[config.mk]
export PLATFORM = sky130hd
export DESIGN_NAME = spu_queue
export DESIGN_NICKNAME = d
export VERILOG_FILES = /design/src/design/spu_pkg.sv /design/src/design/spu_queue.sv
export SDC_FILE = /design/constraint.sdc
export NUM_CORES = 1
export LEC_CHECK = 0
export ABC_CLOCK_PERIOD_IN_PS = 4700
export BUFFER_PORTS_ARGS = -buffer_cell sky130_fd_sc_hd__buf_2
export CORE_AREA = 2 2 113 88
export CTS_CLUSTER_SIZE = 14
export DETAILED_ROUTE_END_ITERATION = 12
export DIE_AREA = 0 0 115 90
export PLACE_DENSITY = 0.72
export SLEW_MARGIN = 25
export SYNTH_ARGS = -nofsm -noshare
export SYNTH_HDL_FRONTEND = slang
export SYNTH_SLANG_ARGS = --single-unit
[constraint.sdc]
create_clock -name i_clk -period 4.7 [get_ports i_clk]
set_input_delay 0.94 -clock i_clk [delete_from_list [all_inputs] [get_ports i_clk]]
set_output_delay 0.94 -clock i_clk [all_outputs]
set_load 0.1 [all_outputs]
[src/design/spu_pkg.sv]
// ---------------------------------------------------------------------------
// spu_pkg
// Shared constants and types for the spectrogram phase unwrapper: field
// widths, column store geometry, queue depth and the classified item.
// ---------------------------------------------------------------------------
package spu_pkg;

    // One turn of phase is 2^PHASE_BITS units
    localparam int PHASE_BITS = 16;
    localparam int BIN_W      = 10;
    localparam int VAL_W      = 48;

    // Per-bin column state store
    localparam int MAX_BINS   = 1024;
    localparam int ADDR_W     = $clog2(MAX_BINS);

    // Queue between front and back
    localparam int Q_DEPTH    = 4;
    localparam int Q_AW       = $clog2(Q_DEPTH);

    // Configuration register indexes
    localparam int CFG_IDX_W  = 1;
    typedef enum logic [CFG_IDX_W-1:0] {
        CFG_UNWRAP_COLS = 1'b0,
        CFG_UNWRAP_BINS = 1'b1
    } t_cfg_idx;

    // Classified item handed from front to back
    typedef struct packed {
        logic signed [PHASE_BITS-1:0] phase;
        logic [BIN_W-1:0]             bin;
        logic                         col_en;
        logic                         col_first;
        logic                         bin_en;
        logic                         bin_first;
    } t_item;

endpackage

[src/design/spu_queue.sv]
// ---------------------------------------------------------------------------
// spu_queue
// Short register queue that decouples the input side from the unwrap
// pipeline, so either can stall on its own.
// ---------------------------------------------------------------------------
module spu_queue (
    input  logic           i_clk,
    input  logic           i_rst_n,
    input  logic           i_push,
    input  spu_pkg::t_item i_item,
    output logic           o_full,
    input  logic           i_pop,
    output logic           o_valid,
    output spu_pkg::t_item o_item
);
    import spu_pkg::*;

    localparam logic [Q_AW:0] FULL_CNT = (Q_AW+1)'(Q_DEPTH);

    t_item           r_slot [Q_DEPTH];
    logic [Q_AW-1:0] r_wr_ptr;
    logic [Q_AW-1:0] r_rd_ptr;
    logic [Q_AW:0]   r_count;

    assign o_full  = (r_count == FULL_CNT);
    assign o_valid = (r_count != '0);
    assign o_item  = r_slot[r_rd_ptr];

    // Pointers and fill level
    always_ff @(posedge i_clk) begin
        if (!i_rst_n) begin
            r_wr_ptr <= '0;
            r_rd_ptr <= '0;
            r_count  <= '0;
        end else begin
            if (i_push) begin
                r_wr_ptr <= r_wr_ptr + 1'b1;
            end
            if (i_pop) begin
                r_rd_ptr <= r_rd_ptr + 1'b1;
            end
            case ({i_push, i_pop})
                2'b10:   r_count <= r_count + 1'b1;
                2'b01:   r_count <= r_count - 1'b1;
                default: r_count <= r_count;
            endcase
        end
    end

    // Store the pushed beat
    always_ff @(posedge i_clk) begin
        if (i_push) begin
            r_slot[r_wr_ptr] <= i_item;
        end
    end

endmodule

==> impl_metrics.toml <==
[status]
outcome = "complete, no violations"

[sta]
post-route-period-util_pct = 64.7
period_minus_slack_ns = 3.04
hold_violations = 0
slew_viol_final = 0
rsz0062_at_grt = "no"
fin_tns_setup_ns = 0
max_slew_margin_pct = 45.1
fin_skew_ns = 0.00946
worst_slew_pin_slew_ns = 0.823
fmax_ghz = 0.329
setup_viol = 0
timing.final.ws_setup_ns = 1.66

[job]
cap_violations = 0

[global_route]
grtUsageTotal_pct = 16.4
overflow = 0
grt_max_degree = 31
antenna_found_initial = 1
grt_pass1_vias = 2303
grt_pass1_wl_mm = 12.2

[power_and_ir_drop]
p_total_mw = 3.19
p_sw_share_pct = 27.2
intPower_mw = 2.32
seqPwrFrac_pct = 42.7
ir_worst_vdd_uv = 396
power_density_nw_per_um2 = 549
power.share.clock_pct = 41.2
switchingPower_uw = 866
leakage_nw = 2.02
comb_power_share_pct = 16.1

[worst_setup_path]
critical_path_required_ns = 3.76
worstSetupPathType = "reg -> out"
endpoint_kind = "output pin"
cp.arrival_ns = 2.10
r2r-end = "r_slot[0][19]$_DFFE_PP_"
r2r-start = "r_wr_ptr[0]$_SDFFE_PN0P_"
worstPathMaxFanout = 30
rr_worst_depth = 3
r2r_slack_ns = 3.05
cp-start-kind = "flop"

[synthesis]
ys_ff_latch = 129
synth_flop_cell = "edfxtp_1"
syn_avg_cell_area_um2 = 24.1
ys_types = 18
netlist_instances = 198
yosysSeqAreaShare_pct = 79.3
synth.top_cell.area_share_pct = 75.5
synth_fp_nets = 238
yosys_warnings = 0
async_reset_ff_share_pct = 0
synth_edf_count = 120
syn-cell-area_um2 = 4770
netlist_top_cells_area = "edfxtp_1, mux4_2, dfxtp_1"
yosysTopAreaCell = "edfxtp_1"

[cells_and_area]
fillCellCount = 649
final_cell_mix = "edfxtp_1, buf_2, mux4_2"
multiInputGateArea_um2 = 932
final_common_cell = "edfxtp_1"
drive_gt1_share_pct = 43.9
final_nets = 316
final_cell_area_um2 = 5800
area_growth_pct = 21.7
antenna_cells = 0
final_util_pct = 62.4
register_area_um2 = 3790

[worst_hold_path]
hp-start = "r_count[2]$_SDFFE_PN0P_"
whs_path_depth = 2
hp-class = "reg -> reg"
min_to = "r_count[2]$_SDFFE_PN0P_"

[clocking]
cts_setup_buffers = 0
clk_path_buf_depth = 2
path_clk_slew_ns = 0.05
numCtsBuffers = 17
cts_tree = "yes"
clock-root-buffer = "clkbuf_16"
holdBufCountCts = 0
cts_sinks = 129
htreeDepth = 4
insertion_delay_ns = 0.40
cts_resized = 0

[route]
wl_per_cell_um = 19.2
wirelength_mm = 7.77
drtIter0Drc = 173
firstDrtPassIters = 6
route.vias.total = 2173
vias_per_cell = 5.38
drc = 0
final_antenna_net_count = 0

[floorplanning]
die_x_um = 115
start_util_pct = 51.3
pin_count = 66
rows = 31
core_um2 = 9310
die-area_um2 = 10400
die_h_um = 90

[placed_design]
place_ws_ns = 2.04
gp_congestion = 0.682
dpl.hpwl_mm = 4.48
dpl_cell_area_um2 = 5200
numPortBuffers = 65
-- Yosys cell counts, types with 2 or more instances --
master    count
mux4_2       30
dfxtp_1       9
edfxtp_1    120
nor2b_1       2
xnor2_1       3
and2_1        9
ha_1          5
inv_1         3
mux2i_1       2
buf_6         3
or3_1         2
xor2_1        2
buf_2         3
-- area by class of cell --
| class | count | area share, % |
|---|---|---|
| clock inverter | 5 | 1.72 |
| tap | 115 | 2.48 |
| timing repair buffer | 65 | 5.60 |
| clock buffer | 27 | 8.67 |
| sequential | 129 | 65.3 |
| multi-input combinational | 60 | 16.1 |
| inverter | 3 | 0.194 |
-- metrics by stage --
| step | std cells | hold WS (ns) |
|---|---|---|
| finish | 404 | 0.500 |
| global route | 404 | 0.568 |
| CTS | 404 | 0.502 |
| detailed placement | 372 | 0.494 |
| global placement | 372 | 0.491 |
| floorplan | 198 | 0.467 |
-- state kept, by name (all words and copies together) (netlist names), named ones only --
signal	flops
r_count	3
r_slot	120
r_rd_ptr	2
r_wr_ptr	2
-- routing by layer --
metal	track usage, %	part of all wire [%]
met1	21.1	44
met2	25.0	49
met3	7.28	5.7
met4	5.72	0.81
met5	0	0.24
-- logic make-up after synthesis --
logic type / after synthesis / synth area share (%)
DFF: 129 / 79.3
buffers and inverters: 9 / 1.26
and+or+nand+nor: 15 / 1.94
muxes: 32 / 14.6
xor gates and xnor gates: 5 / 0.918
AOI/OAI and AO/OA: 2 / 0.262
adders and majority gates: 6 / 1.73
-- power groups by stage --
stage	clock network [mW]	registers [mW]	logic, mW
after floorplan	0	1.35	0.458
after global placement	0	1.38	0.512
after detailed placement	0	1.39	0.516
after CTS	1.33	1.36	0.517
after global routing	1.39	1.37	0.532
final	1.31	1.36	0.512
-- critical path, cell delays in order, from the launching register on --
cell and delay (ns):
dfxtp_4 0.75, mux4_2 0.62, buf_2 0.32
-- how the worst max path moves through the flow --
stage,startpoint,to,slack [ns],depth (start not counted)
2_1_floorplan,r_count[0]$_SDFFE_PN0P_,o_full,1.21,1
4_1_cts,flop,o_item[29],1.61,2
3_3_place_gp,flop,o_item[29],1.69,2
6_report,flop,o_item[29],1.66,2
3_5_place_dp,flop,o_item[29],2.04,2
5_1_grt,flop,o_item[29],1.53,2
No activity file was read; power rests on OpenSTA's default activity.
