File: src/design/spu_pkg.sv
// ---------------------------------------------------------------------------
// spu_pkg
// Shared constants and types for the spectrogram phase unwrapper: field
// widths, column store geometry, queue depth and the classified item.
// ---------------------------------------------------------------------------
package spu_pkg;

    // One turn of phase is 2^PHASE_BITS units
    localparam int PHASE_BITS = 16;
    localparam int BIN_W      = 10;
    localparam int VAL_W      = 48;

    // Per-bin column state store
    localparam int MAX_BINS   = 1024;
    localparam int ADDR_W     = $clog2(MAX_BINS);

    // Queue between front and back
    localparam int Q_DEPTH    = 4;
    localparam int Q_AW       = $clog2(Q_DEPTH);

    // Configuration register indexes
    localparam int CFG_IDX_W  = 1;
    typedef enum logic [CFG_IDX_W-1:0] {
        CFG_UNWRAP_COLS = 1'b0,
        CFG_UNWRAP_BINS = 1'b1
    } t_cfg_idx;

    // Classified item handed from front to back
    typedef struct packed {
        logic signed [PHASE_BITS-1:0] phase;
        logic [BIN_W-1:0]             bin;
        logic                         col_en;
        logic                         col_first;
        logic                         bin_en;
        logic                         bin_first;
    } t_item;

endpackage

File: src/design/spu_front.sv
// ---------------------------------------------------------------------------
// spu_front
// Input side: holds the configuration registers, accepts input beats while
// the queue has room and tags each with the passes it needs.
// ---------------------------------------------------------------------------
module spu_front (
    input  logic                             i_clk,
    input  logic                             i_rst_n,
    input  logic                             i_cfg_we,
    input  logic [spu_pkg::CFG_IDX_W-1:0]    i_cfg_idx,
    input  logic                             i_cfg_data,
    input  logic                             i_in_valid,
    output logic                             o_in_ready,
    input  logic signed [spu_pkg::PHASE_BITS-1:0] i_phase_in,
    input  logic [spu_pkg::BIN_W-1:0]        i_bin_index,
    input  logic                             i_first_column,
    input  logic                             i_q_full,
    output logic                             o_push,
    output spu_pkg::t_item                   o_item
);
    import spu_pkg::*;

    logic r_cfg_cols;
    logic r_cfg_bins;
    logic bin_in_store;

    // Configuration writes
    always_ff @(posedge i_clk) begin
        if (!i_rst_n) begin
            r_cfg_cols <= 1'b0;
            r_cfg_bins <= 1'b0;
        end else if (i_cfg_we) begin
            unique case (t_cfg_idx'(i_cfg_idx))
                CFG_UNWRAP_COLS: r_cfg_cols <= i_cfg_data;
                CFG_UNWRAP_BINS: r_cfg_bins <= i_cfg_data;
                default: ;
            endcase
        end
    end

    // Accept whenever the queue can take the beat
    assign o_in_ready = !i_q_full;
    assign o_push     = i_in_valid && !i_q_full;

    // Classify: bins outside the store bypass the column pass
    assign bin_in_store = 32'(i_bin_index) < MAX_BINS;

    always_comb begin
        o_item.phase     = i_phase_in;
        o_item.bin       = i_bin_index;
        o_item.col_en    = r_cfg_cols && bin_in_store;
        o_item.col_first = i_first_column;
        o_item.bin_en    = r_cfg_bins;
        o_item.bin_first = (i_bin_index == '0);
    end

endmodule

File: config.mk
export PLATFORM = sky130hd
export DESIGN_NAME = spu_front
export DESIGN_NICKNAME = d
export VERILOG_FILES = /design/src/design/spu_pkg.sv /design/src/design/spu_front.sv
export SDC_FILE = /design/constraint.sdc
export NUM_CORES = 1
export LEC_CHECK = 0
export BUFFER_PORTS_ARGS = -buffer_cell sky130_fd_sc_hd__buf_2
export CAP_MARGIN = 30
export CORE_MARGIN = 4
export CORE_UTILIZATION = 24
export DETAILED_ROUTE_END_ITERATION = 6
export PLACE_DENSITY = 0.77
export SLEW_MARGIN = 5
export SYNTH_ARGS = -nofsm -noshare
export SYNTH_HDL_FRONTEND = slang
export SYNTH_SLANG_ARGS = --single-unit
File: constraint.sdc
create_clock -name i_clk -period 1.5 [get_ports i_clk]
set_clock_uncertainty 0.1 [all_clocks]
set_input_delay 0.225 -clock i_clk [delete_from_list [all_inputs] [get_ports i_clk]]
set_output_delay 0.225 -clock i_clk [all_outputs]
set_load 0.02 [all_outputs]
==> results.txt <==
The flow ran to the end, but the final reports show violations. The final reports fail on setup timing. The data arrival time of the critical path came out at 1.23 ns. The most frequent cell after synthesis was sky130_fd_sc_hd__buf_4.

The total congestion overflow is 0, and the maximum ir drop on the vdd rail is 174 uV. The count of buffers added on input and output ports is 31. The die covers 2090 um^2. After clock tree synthesis, the flow added hold-fix buffers numbering 0.

Counting flops and latches in the post-synthesis netlist gives 2. The first global-routing pass estimated 855 um of wire. Setup repair after global routing could not meet its margin everywhere. Compared with the post-synthesis result, the final layout area differs by 1.83%. The detailed router's first-iteration violation count is 1. For this design the ratio of total power to cell area is 748 nW/um^2.

The floorplan core area came out at 1320 um^2. The minimum clock period after layout was 1.56 ns. The first detailed-routing pass took 4 iterations. The cell taking the most area after synthesis is sky130_fd_sc_hd__buf_4. The H-tree depth is 1, and the pin slew with the least headroom to its limit is 0.174 ns.

The initial utilization of the core area, before any placement, comes to 25.9%. The path class of the tightest hold or removal check is primary input to register. Counting the buffers created by CTS gives 3. For the number of buffers on the longest clock path, the log shows 2.

The number of violations of the max-capacitance limit is 0. Of all nets on the critical path, the largest fanout is 2. After clock tree synthesis, the clock-pin slew on the worst setup and hold paths is 0.03 ns. The post-synthesis instance total is 43. The number of global-route vias before repair was 219.

The busiest layer in global routing is met2. For the total DRC errors in the routed layout, the log shows 0. After floorplanning, the core was divided into 13 placement rows. The logs give 0.81 ns for the internal reg-to-reg setup slack and 146 for the final-layout fill cell count. For met1 alone, demand over resource in global routing was 5.62%. The fraction of synthesis flops using an asynchronous set or reset pin is 0%, and the average routed wire per standard cell is 10.4 um. The run gives 583 um as the detailed placement HPWL. The tools report the clock sink count as 2. The tools report the sort of element at the end of the critical path as an output port. By count the netlist is led by sky130_fd_sc_hd__buf_4 (29), sky130_fd_sc_hd__nor2b_1 (3), sky130_fd_sc_hd__dfxtp_1 (2), sky130_fd_sc_hd__nand2_1 (2). The synthesized design devotes to its leading area cell type 63.7% of total area. After synthesis the cells add up to 342 um^2.

In the routed layout, each cell is associated on average with a via count of 4.06. The number of antenna violations at the first check in global routing is 0, and the combined flip-flop and latch cell area is 40.0 um^2. For the total detailed-routing wirelength, the log shows 658 um. The minimum hold slack is 0.128 ns, and the die extent in x is 45.7 um. The total nets after synthesis is 77, and the via total after detailed routing is 256. After detailed placement, the design holds a cell count of 60.

The number of antenna diodes in the final layout is 0. Aggregate global-route resource usage: 6.24%. For this design the top-level I/O count stands at 66. The fraction of met2 tracks used by global routing was 8.08%.

For the setup TNS after final layout, the log shows -0.0560 ns. The fraction of final layout cells with drive strength greater than 1 is 77.1%. The worst setup path is launched from a primary input. The tools report the filler-free cell count of the finished design as 63. The worst setup path is of the primary input to output port kind.

The total setup violations reported at the end of the flow is 1. The congestion estimate from routability-driven global placement came to 0.563. Summing all placed instances gives a cell area of 307 um^2.

Leading register cell type out of synthesis: sky130_fd_sc_hd__dfxtp_1. Global routing consumed, on the met3 layer, 5.14% of the routing resources. TritonCTS built the clock tree. The logs give 0 for the hold violation count in the final report and 0.192 nW for the leakage dissipation.

The count of unique library cells instantiated by Yosys was 11; the fmax was 0.643 GHz. The number of slew-limit violations in the final report is 0. The run gives 84 as the net count reported at finish.

The worst pin sits at a relative slew slack of 88.3%. The run gives 0.260 mW as the final total power. The cell sitting at the root of the clock tree is a sky130_fd_sc_hd__clkbuf_4. The later pin in the worst-skew pair is clocked with a latency of 0.22 ns. The post-route fraction of the period consumed by the critical path was 104%; the smallest setup slack after layout was -0.0560 ns. The mean area per synthesized cell was 7.94 um^2; the chip height was 45.7 um. Area used by multi-input combinational logic: 92.6 um^2. At the worst endpoint, the required time is 1.17 ns. The sequential cell area fraction in the yosys report is 11.7%, and the final design instance area without fill is 348 um^2. By area the synthesized netlist is led by sky130_fd_sc_hd__buf_4 (64%), sky130_fd_sc_hd__dfxtp_1 (12%), sky130_fd_sc_hd__nor2b_1 (5.5%), sky130_fd_sc_hd__nor4_2 (3.7%), sky130_fd_sc_hd__or4_4 (3.3%).

For this run, the number of Yosys warnings is 0. Number of enable-type register cells in the synthesized netlist: 0. The run gives 0 as the post-route antenna net violation count.

For the pin count of the biggest net entering global routing, the log shows 4.
==> registers in the layout (all words and copies together), names as in the netlist <==
name,cells
r_cfg_bins,1
r_cfg_cols,1
==> power breakdown <==
group / total (mW) / switching (mW) / leakage, nW / internal [mW]
Sequential: 0.0574 / 0.00124 / 0.0164 / 0.0562
Clock: 0.118 / 0.0300 / 0.0138 / 0.0882
Combinational: 0.0845 / 0.0466 / 0.162 / 0.0379
Total: 0.260 / 0.0779 / 0.192 / 0.182
==> path summary, 6_finish.rpt <==
kind                        from         end  depth (start not counted)
setup / recovery  i_bin_index[5]   o_item[0]                          4
hold / removal           i_rst_n  r_cfg_cols                          2
setup reg to reg      r_cfg_cols  r_cfg_cols                          2
hold reg to reg       r_cfg_bins  r_cfg_bins                          2
==> critical path, stage by stage <==
cell and delay [ns]:
sky130_fd_sc_hd__buf_6 0.09, sky130_fd_sc_hd__or4_4 0.54, sky130_fd_sc_hd__nor4_4 0.20, sky130_fd_sc_hd__buf_4 0.17
==> cell type report <==
| type | count | area share [%] |
|---|---|---|
| timing repair buffer | 31 | 48.9 |
| multi-input combinational | 11 | 26.6 |
| sequential | 2 | 11.5 |
| inverter | 1 | 1.08 |
| clock buffer | 3 | 6.47 |
| tap | 15 | 5.40 |
==> what timing repair did <==
action / in CTS / in global routing
setup endpoints to repair: 1 / 1
pin swaps: 3 / 2
gates resized for setup: 3 / 1
setup buffers: 0 / 0
==> cell families (layout without fill, tap and decap cells) <==
family,after synthesis,count (layout),share of synthesized area (%)
simple gates,9,9,18.3
flops,2,2,11.7
mux,1,1,2.93
compound gates,1,1,2.20
buf+inv,30,35,64.8
==> per-layer routing <==
| metal | vias up | share of wire, % |
|---|---|---|
| li1 | 120 | - |
| met1 | 106 | 24 |
| met2 | 28 | 50 |
| met3 | 2 | 22 |
| met4 | 0 | 2.6 |
| met5 | - | 0 |
==> cell usage in the layout, fill, tap and decap left out <==
cell type | netlist | final
sky130_fd_sc_hd__buf_6 | 0 | 2
sky130_fd_sc_hd__nor2b_1 | 3 | 3
sky130_fd_sc_hd__nor4_4 | 0 | 1
sky130_fd_sc_hd__or4_4 | 1 | 2
sky130_fd_sc_hd__mux2i_1 | 1 | 1
sky130_fd_sc_hd__buf_4 | 29 | 1
sky130_fd_sc_hd__inv_1 | 1 | 1
sky130_fd_sc_hd__a21boi_1 | 1 | 1
sky130_fd_sc_hd__buf_2 | 0 | 28
sky130_fd_sc_hd__nand2_1 | 2 | 2
sky130_fd_sc_hd__clkbuf_4 | 0 | 3
sky130_fd_sc_hd__nand3_1 | 1 | 1
sky130_fd_sc_hd__dfxtp_1 | 2 | 2
==> stage by stage <==
step                      utilization [%]  worst slack (ns)
after floorplan                         -            0.0685
after global placement               23.3           -0.0904
after detailed placement             23.3           -0.0936
after CTS                            25.9           -0.0609
after global routing                 26.4           -0.0734
final                                26.4           -0.0560
No activity file was read; power rests on OpenSTA's default activity.
